--- config.mk ---
export PLATFORM = sky130hd
export DESIGN_NAME = ppa_ram
export DESIGN_NICKNAME = d
export VERILOG_FILES = /design/src/rtl/ppa_ram.sv
export SDC_FILE = /design/constraint.sdc
export NUM_CORES = 1
export LEC_CHECK = 0
export ABC_AREA = 1
export ABC_CLOCK_PERIOD_IN_PS = 1230
export BUFFER_PORTS_ARGS = -buffer_cell sky130_fd_sc_hd__buf_4
export CORE_ASPECT_RATIO = 0.7
export CORE_MARGIN = 5
export CORE_UTILIZATION = 34
export CTS_CLUSTER_SIZE = 12
export DETAILED_ROUTE_END_ITERATION = 6
export PLACE_DENSITY = 0.63
export SYNTH_ARGS = -nofsm -noshare
export SYNTH_HDL_FRONTEND = slang
export SYNTH_SLANG_ARGS = --single-unit
--- constraint.sdc ---
create_clock -name clk -period 1.23 [get_ports clk]
set_input_delay 0 -clock clk [delete_from_list [all_inputs] [get_ports clk]]
set_output_delay 0 -clock clk [all_outputs]
set_load 0.1 [all_outputs]
--- src/rtl/ppa_ram.sv ---
// Single-port RAM with registered read data, used for the packed code bytes
// and for the palette words. No dependencies.
`default_nettype none

module ppa_ram #(
	parameter int WIDTH  = 8,
	parameter int DEPTH  = 16,
	parameter int ADDR_W = (DEPTH > 1) ? $clog2(DEPTH) : 1
) (
	input  wire logic              clk,
	input  wire logic              en,
	input  wire logic              we,
	input  wire logic [ADDR_W-1:0] addr,
	input  wire logic [WIDTH-1:0]  wdata,
	output logic      [WIDTH-1:0]  rdata
);

	logic [WIDTH-1:0] mem [DEPTH];
	logic [WIDTH-1:0] rdata_q;

	always_ff @(posedge clk) begin
		if (en) begin
			if (we) begin
				mem[addr] <= wdata;
			end
			rdata_q <= mem[addr];
		end
	end

	assign rdata = rdata_q;

endmodule

`default_nettype wire

==> metrics.md, run 1 <==
| Metric | Value |
|---|---|
| Cell family with most CP delay | `flip-flops` |
| Tmin final | `1.140 ns` |
| Element type at the critical path end | `primary output` |
| Count of final hold-check violations | `0` |
| Hpwl dp | `8345 um` |
| Routed Antenna Nets | `0` |
| Nature of the critical path startpoint | `flop` |
| DRT Pass-1 Iters | `5` |
| Initial antenna violation count | `0` |
| Area after DPL | `6269 um2` |
| DR WL/cell | `15.46 um` |
| Die Y | `118.2 um` |
| Worst VDD drop | `996.4 uV` |
| WS Path Type | `reg -> out` |
| Worst Path Max Fanout | `1` |
| First-pass GRT wire length | `20290 um` |
| Hold Crit Class | `in -> reg` |
| Row count | `39` |
| Commonest non-fill, non-tap cells in the layout | `nand2_1, edfxtp_1, buf_4` |
| RSZ-0062 raised after global routing | `no` |
| Synthesized instance count | `550` |
| Post-Route WL | `13080 um` |
| Hold Path Sink | `rdata[2]$_DFFE_PP_` |
| Worst hold stages | `7` |
| Die width | `164.5 um` |
| Register Area | `4084 um2` |
| Final GP Congestion | `0.8591` |
| Core Util, Final | `42.14%` |
| Pwr/cell area | `1532 nW/um2` |
| Total power | `10.55 mW` |
| Largest net degree at the start of global routing | `33` |
| Setup TNS | `0 ns` |
| Outcome | `complete, no violations` |
| Post-route setup slack | `0.09028 ns` |
| Slew HR | `79.34%` |
| Max_cap viols | `0` |
| Multi-input logic area | `1410 um2` |
| Final setup viols | `0` |
| Pre-CTS WS | `0.04813 ns` |
| Min-delay src | `addr[3]` |
| Clock H-tree levels | `4` |
| LEAKAGE | `2.911 nW` |
| Worst-margin pin slew | `0.3091 ns` |
| Diodes inserted | `0` |
| IO Pins | `23` |
| Worst path slowest cell | `edfxtp_1` |
| Drt drc | `0` |
| Tcrit/Tclk final | `92.66%` |
| Fin Hold WS | `0.2649 ns` |
| Area of the die | `19450 um2` |
| Syn Nets | `565` |
| GRT Total Usage | `13.88%` |
| Worst R2R Start | `mem[6][3]$_DFFE_PP_` |
| Clk slew on worst S/H paths | `0.05 ns` |
| Vias in the first global route | `3677` |
| Worst Skew | `0.01317 ns` |
| CP Buf/Inv Count | `1` |
| Worst stage delay on the critical path | `0.41 ns` |
| Worst-case clock buffer depth | `2` |
| Yosys reg bits | `136` |
| Synthesized area | `5684 um2` |
| Sequential share of the synthesized area | `71.85%` |
| Syn Area/Cell | `10.33 um2` |
| Global route overflow | `0` |
| Non-filler cells in the finished layout | `846` |
| Cell Chain, Critical Path | `buf_4` |
| Root Driver | `clkbuf_16` |
| Slew Limit Fails | `0` |
| Clock sinks | `136` |
| Clk_lat worst skew | `0.41 ns` |
| Fmax | `0.8774 GHz` |
| CP Data Arrival Time | `1.14 ns` |
| Total core area | `16350 um2` |
| Area delta synth->final | `21.18%` |
| Nets | `623` |
| Req. time, crit path | `1.23 ns` |
| Port bufs | `22` |
| Distinct cells, synth | `9` |
| Iter 0 DRT Violations | `420` |
| Starting Density | `34.77%` |
| DR vias/cell | `4.434` |
| R2R Setup Slk | `0.09 ns` |
| Cts bufs inserted | `17` |
| Reg2reg end | `rdata[3]$_DFFE_PP_` |
| Fillers | `1536` |
| Vias | `3751` |
| Final instance area | `6888 um2` |
| Share of post-route cells with drive strength above 1 | `14.17%` |
| Worst R2R Path Depth | `8` |
| Synth warnings | `0` |
| Dpl cells | `805` |
| CTS tree | `built` |
| Most common cell after layout, fill and taps aside | `nand2_1` |
worst min-delay path, cell delays in order:
cell and delay (ns):
buf_4 0.10, nor2_1 0.06, buf_4 0.15, nand2_1 0.07
nand2_1 0.05, inv_1 0.04, nand2_1 0.04
synthesized netlist by cell type:
| cell | number | area share [%] |
|---|---|---|
| inv_1 | 20 | 1.3 |
| inv_2 | 4 | 0.26 |
| nand2_1 | 347 | 23 |
| nor2_1 | 18 | 1.2 |
| nand3_1 | 4 | 0.35 |
| buf_2 | 12 | 1.1 |
| edfxtp_1 | 136 | 72 |
| clkbuf_1 | 2 | 0.13 |
| buf_4 | 7 | 0.92 |
worst max path at each step:
stage	startpoint	endpoint	slack [ns]	cells after the start
2_1_floorplan	addr[1]	mem[12][0]$_DFFE_PP_	-0.07	5
3_3_place_gp	addr[0]	mem[10][4]$_DFFE_PP_	0.05	5
3_5_place_dp	addr[0]	rdata[3]$_DFFE_PP_	0.05	11
4_1_cts	rdata[2]$_DFFE_PP_	rdata[2]	0.07	1
5_1_grt	mem[3][6]$_DFFE_PP_	rdata[6]$_DFFE_PP_	0.01	8
6_report	rdata[2]$_DFFE_PP_	rdata[2]	0.09	1
per-layer routing:
layer | GRT usage [%] | wire [um]
met3 | 3.410 | 708
met1 | 20.46 | 6403
met4 | 3.688 | 80
met2 | 20.57 | 5883
met5 | 0 | 0
repair_timing:
action,CTS,global route
setup buffers,0,0
gates resized for setup,0,2
hold endpoints to repair,136,0
endpoints found under the setup margin,0,1
hold buffers,9,0
power breakdown:
group | internal (mW) | total (mW) | switching, mW
Sequential | 5.19 | 5.21 | 0.0264
Combinational | 0.226 | 0.826 | 0.600
Clock | 2.74 | 4.52 | 1.77
Total | 8.16 | 10.6 | 2.40
cells by family after synthesis:
group	share of synthesized area (%)
and+or+nand+nor	24.46
buffers and inverters	3.698
DFF	71.85
layout make-up:
class	instances	area share [%]
clock inverters	10	1.163
repair buffers	60	7.230
multi-input cells	369	20.47
clock buffers	22	6.449
flip-flops and latches	136	59.29
inverters	24	1.308
well taps	225	4.087
state kept, by name (all words and copies together) (netlist names):
signal  flops
mem       128
rdata       8
Note: power is estimated with default switching activity, not from simulation.
==> run 2, diff against run 1 <==
Settings changed: ABC_CLOCK_PERIOD_IN_PS 1230 to 1100, PLACE_DENSITY 0.63 to 0.61.
Clock period 1.23 ns to 1.1 ns, I/O delays scaled along.
==> metrics.md, run 2 (same netlist as run 1, synthesis figures left out) <==
| Metric | Value |
|---|---|
| DR vias/cell | `4.548 (+2.6%)` |
| Final setup viols | `7 (+7)` |
| Req. time, crit path | `1.26 ns (+0.03 ns)` |
| Fmax | `0.8653 GHz` |
| Fin Hold WS | `0.2120 ns (-0.05287 ns)` |
| Nature of the critical path startpoint | `flop` |
| Share of post-route cells with drive strength above 1 | `20.95% (+6.8 points)` |
| Final instance area | `7152 um2 (+3.8%)` |
| DRT Pass-1 Iters | `5 (unchanged)` |
| Largest net degree at the start of global routing | `31 (-6.1%)` |
| CP Buf/Inv Count | `1 (unchanged)` |
| Area delta synth->final | `25.82%` |
| Worst Skew | `0.01644 ns (+0.003267 ns)` |
| Worst stage delay on the critical path | `0.37 ns (-0.04 ns)` |
| Failing checks | `negative setup slack` |
| Pwr/cell area | `1732 nW/um2 (+13%)` |
| Max_cap viols | `0 (unchanged)` |
| Worst path slowest cell | `edfxtp_1` |
| Slew HR | `74.81% (-4.5 points)` |
| Diodes inserted | `0 (unchanged)` |
| Vias in the first global route | `3675 (-0.054%)` |
| RSZ-0062 raised after global routing | `yes` |
| CP Data Arrival Time | `1.31 ns (+0.17 ns)` |
| Vias | `3802 (+1.4%)` |
| Root Driver | `clkbuf_16` |
| Worst Path Max Fanout | `1 (unchanged)` |
| Worst VDD drop | `802.6 uV (-19%)` |
| Hold Crit Class | `in -> reg` |
| LEAKAGE | `2.918 nW (+0.24%)` |
| Hpwl dp | `8910 um (+6.8%)` |
| Nets | `613 (-1.6%)` |
| Post-route setup slack | `-0.05573 ns (-0.1460 ns)` |
| WS Path Type | `reg -> reg` |
| Outcome | `finished, violations left` |
| Final GP Congestion | `0.8370 (-2.6%)` |
| Routed Antenna Nets | `0 (unchanged)` |
| Max reg flops | `128 (unchanged)` |
| Non-filler cells in the finished layout | `836 (-1.2%)` |
| DR WL/cell | `16.19 um (+4.7%)` |
| Cell Chain, Critical Path | `nand2_1 -> nand2_1 -> nand2_1 -> nand2_1 -> nand2_2 -> nand2_2 -> inv_2 -> nand2_2` |
| Starting Density | `34.77% (unchanged)` |
| Initial antenna violation count | `0 (unchanged)` |
| Cell repeated most along the worst path | `nand2_1` |
| Iter 0 DRT Violations | `345 (-18%)` |
| Clock H-tree levels | `4 (unchanged)` |
| Row count | `39 (unchanged)` |
| Most common cell after layout, fill and taps aside | `nand2_1` |
| Die Y | `118.2 um (unchanged)` |
| Tmin final | `1.156 ns` |
| Dpl cells | `795 (-1.2%)` |
| Slew Limit Fails | `0 (unchanged)` |
| Element type at the critical path end | `flop` |
| Clk_lat worst skew | `0.42 ns (about the same)` |
| Global route overflow | `0 (unchanged)` |
| Clock sinks | `136 (unchanged)` |
| Tcrit/Tclk final | `105.1%` |
| Area of the die | `19450 um2 (unchanged)` |
| Clk slew on worst S/H paths | `0.06 ns (about the same)` |
| Post-Route WL | `13530 um (+3.5%)` |
| Core Util, Final | `43.75% (+1.6 points)` |
| Commonest non-fill, non-tap cells in the layout | `nand2_1, edfxtp_1, buf_4` |
| GRT Total Usage | `14.70% (+0.82 points)` |
| Count of final hold-check violations | `0 (unchanged)` |
| Die width | `164.5 um (unchanged)` |
| Drt drc | `0 (unchanged)` |
| IO Pins | `23 (unchanged)` |
| Cell family with most CP delay | `simple AND/OR/NAND/NOR gates` |
| First-pass GRT wire length | `21450 um (+5.7%)` |
| Number of buffers added for setup after CTS | `0 (unchanged)` |
| Cts bufs inserted | `17 (unchanged)` |
| Biggest register | `mem` |
| Fillers | `1533 (-0.20%)` |
| Pre-CTS WS | `-0.1017 ns (-0.1499 ns)` |
| Area after DPL | `6404 um2 (+2.2%)` |
| Port bufs | `22 (unchanged)` |
| Total core area | `16350 um2 (unchanged)` |
| Worst-margin pin slew | `0.3775 ns (+0.06844 ns)` |
| Worst-case clock buffer depth | `2 (unchanged)` |
| CTS tree | `built` |
[run 2: cell count changes in the layout (fill, tap and decap cells not counted), moves of 4 or more]
cell	previous run	this run
inv_2	4	8
nor2_2	6	2
buf_12	2	6
nand3_1	4	0
nor2_1	12	0
buf_4	49	35
clkbuf_1	5	0
nand2_2	2	23
nor2_4	0	16
inv_1	20	16
nand3_4	0	4
nand2_1	345	321
[run 2: stage by stage]
step           total power [mW]  setup TNS (ns)
2_1_floorplan             6.527               0
3_3_place_gp              6.898          -7.214
3_5_place_dp              6.906          -10.43
4_1_cts                   12.47         -0.1993
5_1_grt                   12.84         -0.7354
6_report                  12.39         -0.1976
[run 2: cell type report]
cell class / count / area, um2 / area share (%)
Clock buffer: 17 / 425.4 / 5.948
Clock inverter: 15 / 152.6 / 2.134
Inverter: 24 / 90.09 / 1.260
Multi-Input combinational cell: 369 / 1645 / 23.01
Sequential cell: 136 / 4084 / 57.10
Tap cell: 225 / 281.5 / 3.936
Timing Repair Buffer: 50 / 473.0 / 6.613
[run 2: layer usage]
metal / vias up / GRT usage (%) / part of all wire, %
li1: 1865 / - / -
met1: 1833 / 22.64 / 50
met2: 95 / 20.47 / 43
met3: 9 / 3.688 / 5.7
met4: 0 / 4.208 / 0.81
met5: - / 0 / 0
[run 2: worst reg2reg max path, stage by stage (launching register included)]
cell and delay [ns]:
edfxtp_1 0.37, nand2_1 0.08, nand2_1 0.05, nand2_1 0.05, nand2_1 0.07, nand2_2 0.09
nand2_2 0.07, inv_2 0.05, nand2_2 0.06
[run 2: path summary, 6_finish.rpt]
| path | end | slack, ns | depth (start not counted) | from |
|---|---|---|---|---|
| worst max register to register | rdata[4]$_DFFE_PP_ | -0.06 | 8 | mem[7][4]$_DFFE_PP_ |
| worst min register to register | rdata[1]$_DFFE_PP_ | 0.79 | 8 | mem[8][1]$_DFFE_PP_ |
| worst max-delay path | rdata[4]$_DFFE_PP_ | -0.06 | 8 | mem[7][4]$_DFFE_PP_ |
| worst min-delay path | mem[11][5]$_DFFE_PP_ | 0.21 | 4 | addr[3] |
[run 2: power by group]
part / leakage, nW / internal (mW) / switching [mW]
sequential: 1.23 / 5.80 / 0.0207
combinational: 1.41 / 0.300 / 0.744
clock: 0.273 / 3.33 / 2.20
total: 2.92 / 9.43 / 2.96
[run 2: timing repair]
action                                  4_1_cts  5_1_grt
pin swaps                                    29       23
endpoints found under the setup margin        7        8
gates resized for setup                      22       11
hold buffers                                  8        1
hold endpoints to repair                    128        1
