$ cat src/rtl/ppa_pkg.sv
// Package for the palette packed array: state encoding, command codes,
// field widths and the request struct for the field unit. No dependencies.
`default_nettype none

package ppa_pkg;

	localparam int CMD_W     = 2;
	localparam int POS_W     = 14;
	localparam int CODE_W    = 12;
	localparam int VALUE_W   = 32;
	localparam int WIDTH_W   = 4;
	localparam int BYTE_W    = 8;
	localparam int OFF_W     = 3;
	localparam int WIN_BITS  = 24;
	localparam int SHIFT_W   = 5;
	localparam int START_W   = POS_W + WIDTH_W;

	localparam logic [WIDTH_W-1:0] WIDTH_RESET = 4'd8;
	localparam logic [WIDTH_W-1:0] WIDTH_MIN   = 4'd1;
	localparam logic [WIDTH_W-1:0] WIDTH_MAX   = 4'd12;

	localparam logic [CMD_W-1:0] CMD_READ       = 2'd0;
	localparam logic [CMD_W-1:0] CMD_WRITE_CODE = 2'd1;
	localparam logic [CMD_W-1:0] CMD_WRITE_PAL  = 2'd2;

	localparam logic STATUS_OK    = 1'b0;
	localparam logic STATUS_RANGE = 1'b1;

	typedef enum logic [3:0] {
		S_IDLE,
		S_DECODE,
		S_CHECK,
		S_RD_ISSUE,
		S_RD_CAP,
		S_EXTRACT,
		S_PAL_CAP,
		S_MERGE,
		S_WR_BYTE,
		S_DONE
	} state_t;

	// Placement of one element's code inside the byte window.
	typedef struct packed {
		logic [OFF_W-1:0]   off;
		logic [WIDTH_W-1:0] width;
	} field_req_t;

endpackage

`default_nettype wire

$ cat src/rtl/ppa_field_unit.sv
// Shared shift unit: extracts a code from the three-byte window and merges a
// new code into it. Depends on ppa_pkg.
`default_nettype none

module ppa_field_unit (
	input  wire logic [ppa_pkg::WIN_BITS-1:0] window,
	input  wire ppa_pkg::field_req_t          req,
	input  wire logic [ppa_pkg::CODE_W-1:0]   code_in,
	output logic      [ppa_pkg::CODE_W-1:0]   code_ext,
	output logic      [ppa_pkg::WIN_BITS-1:0] window_merged
);

	logic [ppa_pkg::SHIFT_W-1:0]  sh;
	logic [ppa_pkg::CODE_W-1:0]   mask;
	logic [ppa_pkg::WIN_BITS-1:0] mask_win;
	logic [ppa_pkg::WIN_BITS-1:0] code_win;
	logic [ppa_pkg::WIN_BITS-1:0] win_shr;

	// The window holds the element's bytes with the first byte at the top.
	assign sh = ppa_pkg::SHIFT_W'(ppa_pkg::WIN_BITS) - ppa_pkg::SHIFT_W'(req.off)
		- ppa_pkg::SHIFT_W'(req.width);
	assign mask = ppa_pkg::CODE_W'((13'd1 << req.width) - 13'd1);
	assign mask_win = ppa_pkg::WIN_BITS'(mask) << sh;
	assign code_win = ppa_pkg::WIN_BITS'(code_in & mask) << sh;
	assign win_shr = window >> sh;
	assign code_ext = win_shr[ppa_pkg::CODE_W-1:0] & mask;
	assign window_merged = (window & ~mask_win) | code_win;

endmodule

`default_nettype wire

$ cat config.mk
export PLATFORM = sky130hd
export DESIGN_NAME = ppa_field_unit
export DESIGN_NICKNAME = d
export VERILOG_FILES = /design/src/rtl/ppa_pkg.sv /design/src/rtl/ppa_field_unit.sv
export SDC_FILE = /design/constraint.sdc
export NUM_CORES = 1
export LEC_CHECK = 0
export ABC_AREA = 1
export BUFFER_PORTS_ARGS = -buffer_cell sky130_fd_sc_hd__buf_4
export CAP_MARGIN = 20
export CORE_MARGIN = 10
export CORE_UTILIZATION = 30
export DETAILED_ROUTE_END_ITERATION = 8
export GPL_TIMING_DRIVEN = 1
export PLACE_DENSITY = 0.54
export SYNTH_ARGS = -nofsm -noshare
export SYNTH_HDL_FRONTEND = slang
export SYNTH_SLANG_ARGS = --single-unit
$ cat constraint.sdc
create_clock -name vclk -period 4.56
set_input_delay 0.912 -clock vclk [all_inputs]
set_output_delay 0.912 -clock vclk [all_outputs]
set_load 0.03 [all_outputs]
==> flow_summary.json, run 1 <==
{
  "power_density_mw_per_mm2": 318,
  "die_h_um": 121,
  "die_area_sq_mm": 0.0147,
  "synthAdderAreaFrac_pct": 3.50,
  "hp-start": "window[13]",
  "hold_depth": 4,
  "firstDrtPassIters": 5,
  "synth_top_family_by_area": "simple AND/OR/NAND/NOR gates",
  "ys_warn_count": 0,
  "gp_congestion": 0.945,
  "tightest_slew_ns": 0.507,
  "drt_wl_total_um": 14900,
  "route.detailed.drc": 0,
  "row_count": 36,
  "setup_ws_ns": 0.166,
  "hold_path.class": "in2out",
  "criticalPathCategory": "in2out",
  "slew_viol_final": 0,
  "nClkBuffers": 0,
  "vdd_drop_max_mv": 0.107,
  "min_period_over_period_pct": 96.4,
  "ff_latch_area_sq_um": 0,
  "maxCapViolCount": 0,
  "start_kind": "input port",
  "synth_cell_types": 34,
  "path_max_fanout": 13,
  "critical_path.cell_chain": "buf_4 > ha_1 > inv_1 > ha_1 > inv_1 > fa_1 > inv_1 > nor2_4 > o21ai_0 > o22ai_1 > a21oi_1 > o21ai_0 > nor2_1 > buf_4",
  "pre_cts_ws_ns": 0.123,
  "synth_area_leaders": "nand2_1 32%, nand3_1 14%, o21ai_0 13%, inv_1 6.0%, a21oi_1 3.7%",
  "overflow": 0,
  "max_stage_delay_ns": 0.57,
  "crit_buf_inv": 5,
  "grt_setup_unrepaired": "yes",
  "io_pins": 79,
  "synth_fp_nets": 714,
  "cp_top_family": "adder cells",
  "fin_crit_ns": 4.39,
  "crit_arrival_ns": 3.48,
  "grt_start_max_net_pins": 42,
  "ys_seq_area_share_pct": 0,
  "hold_buffers": 0,
  "hold_viol": 0,
  "synth_area_sq_mm": 0.00308,
  "synth-simple-area-share_pct": 55.0,
  "synth.top_cell.area_share_pct": 31.8,
  "synth_compound_area_share_pct": 26.1,
  "initial_core_util_pct": 31.2,
  "vias": 4587,
  "synthMuxAreaShare_pct": 0.976,
  "grt_pass1_vias": 4435,
  "coreArea_sq_mm": 0.00986,
  "relSlewSlack_pct": 65.8,
  "antenna_cells": 0,
  "worstPathRequired_ns": 3.65,
  "leakage_nw": 2.02,
  "max_freq_mhz": 228,
  "portBuffers": 79,
  "dp_hpwl_um": 12200,
  "crit_slowest_cell": "fa_1",
  "totalPowerFinal_mw": 1.21,
  "antenna_found_initial": 0,
  "min_to": "window_merged[13]",
  "avgRoutedWirePerCell_um": 17.5,
  "drtIter0Drc": 412,
  "cp_common_cell": "inv_1",
  "seq_cells": 0,
  "nets": 770,
  "crit_path_end_kind": "output port",
  "grt_usage_pct": 19.2,
  "die_w_um": 121,
  "grt_pass1_wl_um": 23100,
  "ant_nets": 0,
  "avgSynthCellArea_sq_um": 4.64,
  "synth_cells": 663,
  "status": "complete, no violations",
  "synth_top_area_cell": "nand2_1",
  "synth_xor_area_share_pct": 0.528,
  "finalSetupViolCount": 0,
  "final_layout_size_suffix_gt1_share_pct": 16.3,
  "drt-vias-per-instance": 5.40,
  "syn2layout_area_growth_pct": 24.1
}
[through the flow]
stage	cells	util (%)	TNS [ns]	hold slack, ns	area [sq um]
5_1_grt	850	38.7	-0.0833	2.19	3820
3_3_place_gp	850	38.7	0	2.17	3820
2_1_floorplan	663	-	-0.363	2.04	3080
3_5_place_dp	850	38.7	0	2.17	3820
6_report	850	38.7	0	2.17	3820
4_1_cts	850	38.7	0	2.17	3820
[how the worst max path moves through the flow]
| stage | start | end | slack (ns) | cells after the start |
|---|---|---|---|---|
| 5_1_grt | req[1] | window_merged[6] | -0.05 | 15 |
| 3_5_place_dp | req[1] | code_ext[11] | 0.12 | 10 |
| 6_report | req[1] | code_ext[3] | 0.17 | 14 |
| 2_1_floorplan | req[1] | code_ext[11] | -0.12 | 11 |
| 3_3_place_gp | req[1] | code_ext[0] | 0.11 | 13 |
| 4_1_cts | req[1] | code_ext[11] | 0.12 | 10 |
[kinds of logic after synthesis]
group	count (synthesis)
adders and majority gates	8
buffers and inverters	103
and+or+nand+nor	401
muxes	3
xor gates and xnor gates	1
AOI/OAI and AO/OA	147
[repair_timing]
item	in CTS	in global routing
setup buffers	0	0
resized for setup	0	1
setup endpoints to repair	0	3
[metal layers]
layer  global-route usage, %  vias to the layer above  part of all wire (%)
met2                    32.2                      199                    46
met1                    24.4                     2042                    42
li1                        -                     2309                     -
met5                       0                        -                     0
met4                    6.56                        0                   3.7
met3                    2.65                       37                   8.2
[area by class of cell]
class	instances	area [sq um]
fillers	1183	6040
multi-input cells	560	2670
repair buffers	101	774
inverters	56	210
well taps	133	166
[Yosys cell counts]
library cell / number
o221ai_1: 1
a21oi_1: 23
nand2_1: 261
o22ai_1: 5
o21ai_0: 81
fa_1: 1
a21oi_2: 1
mux2i_1: 3
o21ai_1: 11
or2_1: 2
nor3_1: 7
nor2_1: 26
buf_6: 1
a211oi_1: 1
a21o_1: 1
nand3_1: 88
buf_4: 2
clkbuf_1: 20
o211ai_1: 7
clkbuf_2: 1
or2_0: 3
nor2_4: 4
buf_1: 3
nand2_2: 2
o21a_1: 2
inv_2: 7
ha_1: 7
buf_2: 20
a2111oi_0: 3
a221oi_1: 1
inv_1: 49
nand4_1: 8
xor2_2: 1
a31oi_1: 10
[worst min-delay path: stages]
cell,delay (ns)
buf_4,0.09
o21ai_1,0.05
nand2_1,0.06
buf_4,0.15
[power by group]
group          switching, mW  internal, mW
Clock                      0             0
Combinational          0.820         0.395
Sequential                 0             0
[cells in the final DEF (no fill, tap or decap), drive strengths merged]
cell     Yosys  layout
a2111oi      3       3
a211oi       1       1
a21o         1       1
a21oi       24      24
a221oi       1       1
a31oi       10      10
buf         26     101
fa           1       1
ha           7       7
inv         56      56
mux2i        3       3
nand2      263     263
nand3       88      88
nand4        8       8
nor2        30      30
nor3         7       7
o211ai       7       7
o21a         2       2
o21ai       92      92
o221ai       1       1
o22ai        5       5
or2          5       5
xor2         1       1
Note: power is estimated with default switching activity, not from simulation.
==> run 2: changes to the inputs <==
--- a/config.mk
+++ b/config.mk
@@ -9,10 +9,10 @@
 export BUFFER_PORTS_ARGS = -buffer_cell sky130_fd_sc_hd__buf_4
 export CAP_MARGIN = 20
 export CORE_MARGIN = 10
-export CORE_UTILIZATION = 30
+export CORE_UTILIZATION = 47
 export DETAILED_ROUTE_END_ITERATION = 8
 export GPL_TIMING_DRIVEN = 1
-export PLACE_DENSITY = 0.54
+export PLACE_DENSITY = 0.76
 export SYNTH_ARGS = -nofsm -noshare
 export SYNTH_HDL_FRONTEND = slang
 export SYNTH_SLANG_ARGS = --single-unit
==> flow_summary.json, run 2 (synthesized netlist as in run 1, its figures left out) <==
{
  "postLayoutCoreUtil_pct": 59.5,
  "drt-vias-per-instance": 5.96,
  "grt_pass1_vias": 4285,
  "route.detailed.drc": 0,
  "row_count": 29,
  "grt_usage_pct": 25.5,
  "die_area_sq_mm": 0.0102,
  "hold_path.class": "in2out",
  "seq_cells": 0,
  "power_switching_mw": 0.822,
  "finalSetupViolCount": 0,
  "cp_top_family": "adder cells",
  "worstPathRequired_ns": 3.65,
  "worstSetupPathDepth": 11,
  "dpl_cell_area_sq_mm": 0.00372,
  "grt_pass1_wl_um": 21500,
  "p_clk_share_pct": 0,
  "p_seq_share_pct": 0,
  "vias": 4742,
  "status": "complete, no violations",
  "antenna_found_initial": 0,
  "start_kind": "input port",
  "min_period_over_period_pct": 98.9,
  "crit_buf_inv": 5,
  "finalSetupTns_ns": 0,
  "maxCapViolCount": 0,
  "max_stage_delay_ns": 0.66,
  "sw_frac_of_total_pct": 67.1,
  "p_int_mw": 0.403,
  "crit_arrival_ns": 3.60,
  "path_max_fanout": 7,
  "relSlewSlack_pct": 68.5,
  "drtIter0Drc": 540,
  "pwr-share-comb_pct": 100.0,
  "tightest_slew_ns": 0.467,
  "syn2layout_area_growth_pct": 22.8,
  "nets": 772,
  "fin_cells": 796,
  "avgRoutedWirePerCell_um": 17.5,
  "max_freq_mhz": 222,
  "leakage_nw": 2.02,
  "vdd_drop_max_mv": 0.188,
  "final_common_cell": "nand2_1",
  "multi_input_area_sq_mm": 0.00268,
  "die_w_um": 101,
  "io_pins": 79,
  "ff_latch_area_sq_um": 0,
  "critical_path.cell_chain": "buf_4 > ha_1 > inv_1 > ha_1 > inv_1 > fa_2 > clkinvlp_4 > o21ai_0 > a21oi_1 > a221oi_1 > buf_4",
  "most-common-layout-cells": "261 x nand2_1, 99 x buf_4, 88 x nand3_1, 79 x o21ai_0, 48 x inv_1",
  "worst_hold_slack_ns": 2.15,
  "hold_viol": 0,
  "crit_path_end_kind": "output port",
  "fin_crit_ns": 4.51,
  "hp-start": "window[17]",
  "portBuffers": 79,
  "nClkBuffers": 0,
  "criticalPathCategory": "in2out",
  "dp_hpwl_um": 11000,
  "final_layout_size_suffix_gt1_share_pct": 17.0,
  "coreArea_sq_mm": 0.00635,
  "crit_slowest_cell": "fa_2",
  "grt_setup_unrepaired": "yes",
  "firstDrtPassIters": 6,
  "grt_start_max_net_pins": 44,
  "hold_depth": 4,
  "critical_path.startpoint": "req[1]",
  "overflow": 0,
  "die_h_um": 101,
  "dp_cells": 791,
  "drt_wl_total_um": 13900,
  "final_area_sq_mm": 0.00378,
  "slew_viol_final": 0,
  "initial_core_util_pct": 48.5,
  "power_density_mw_per_mm2": 324,
  "gp_congestion": 0.985,
  "ant_nets": 0,
  "fillers": 697,
  "antenna_cells": 0
}
[run 2: what timing repair did]
item                       CTS  global route
hold buffers                 0             0
resized for setup            0             9
setup endpoints to repair    0            24
buffers inserted             0             4
[run 2: power by group through the flow]
stage          Combinational (mW)  Sequential [mW]  Clock (mW)
2_1_floorplan               0.811                0           0
3_3_place_gp                 1.17                0           0
3_5_place_dp                 1.18                0           0
4_1_cts                      1.18                0           0
5_1_grt                      1.34                0           0
6_report                     1.23                0           0
[run 2: metrics by stage]
step | setup WS, ns | total power, mW
global route | -0.0203 | 1.34
CTS | 0.0497 | 1.18
detailed placement | 0.0493 | 1.18
finish | 0.0479 | 1.23
floorplan | -0.122 | 0.811
global placement | 0.0659 | 1.17
[run 2: worst min-delay path: stages]
cell,delay [ns]
buf_4,0.08
nand2_1,0.04
nand2_1,0.05
buf_4,0.15
[run 2: routing by layer]
layer / routed length [um] / up-vias / share of wire [%] / track usage [%]
met5: 0 / - / 0 / 0
met1: 5490 / 2095 / 39 / 32.1
met2: 6290 / 290 / 45 / 41.7
met4: 516 / 0 / 3.7 / 8.47
li1: - / 2316 / - / -
met3: 1630 / 41 / 12 / 5.49
[run 2: cell type report]
class                           count  area share, %
Inverter                           56           5.73
Timing Repair inverter              1          0.132
Tap cell                           77           2.55
Multi-Input combinational cell    560           70.8
Timing Repair Buffer              102           20.8
[run 2: worst paths after layout]
check	to	slack, ns
setup / recovery	code_ext[2]	0.05
hold / removal	window_merged[17]	2.15
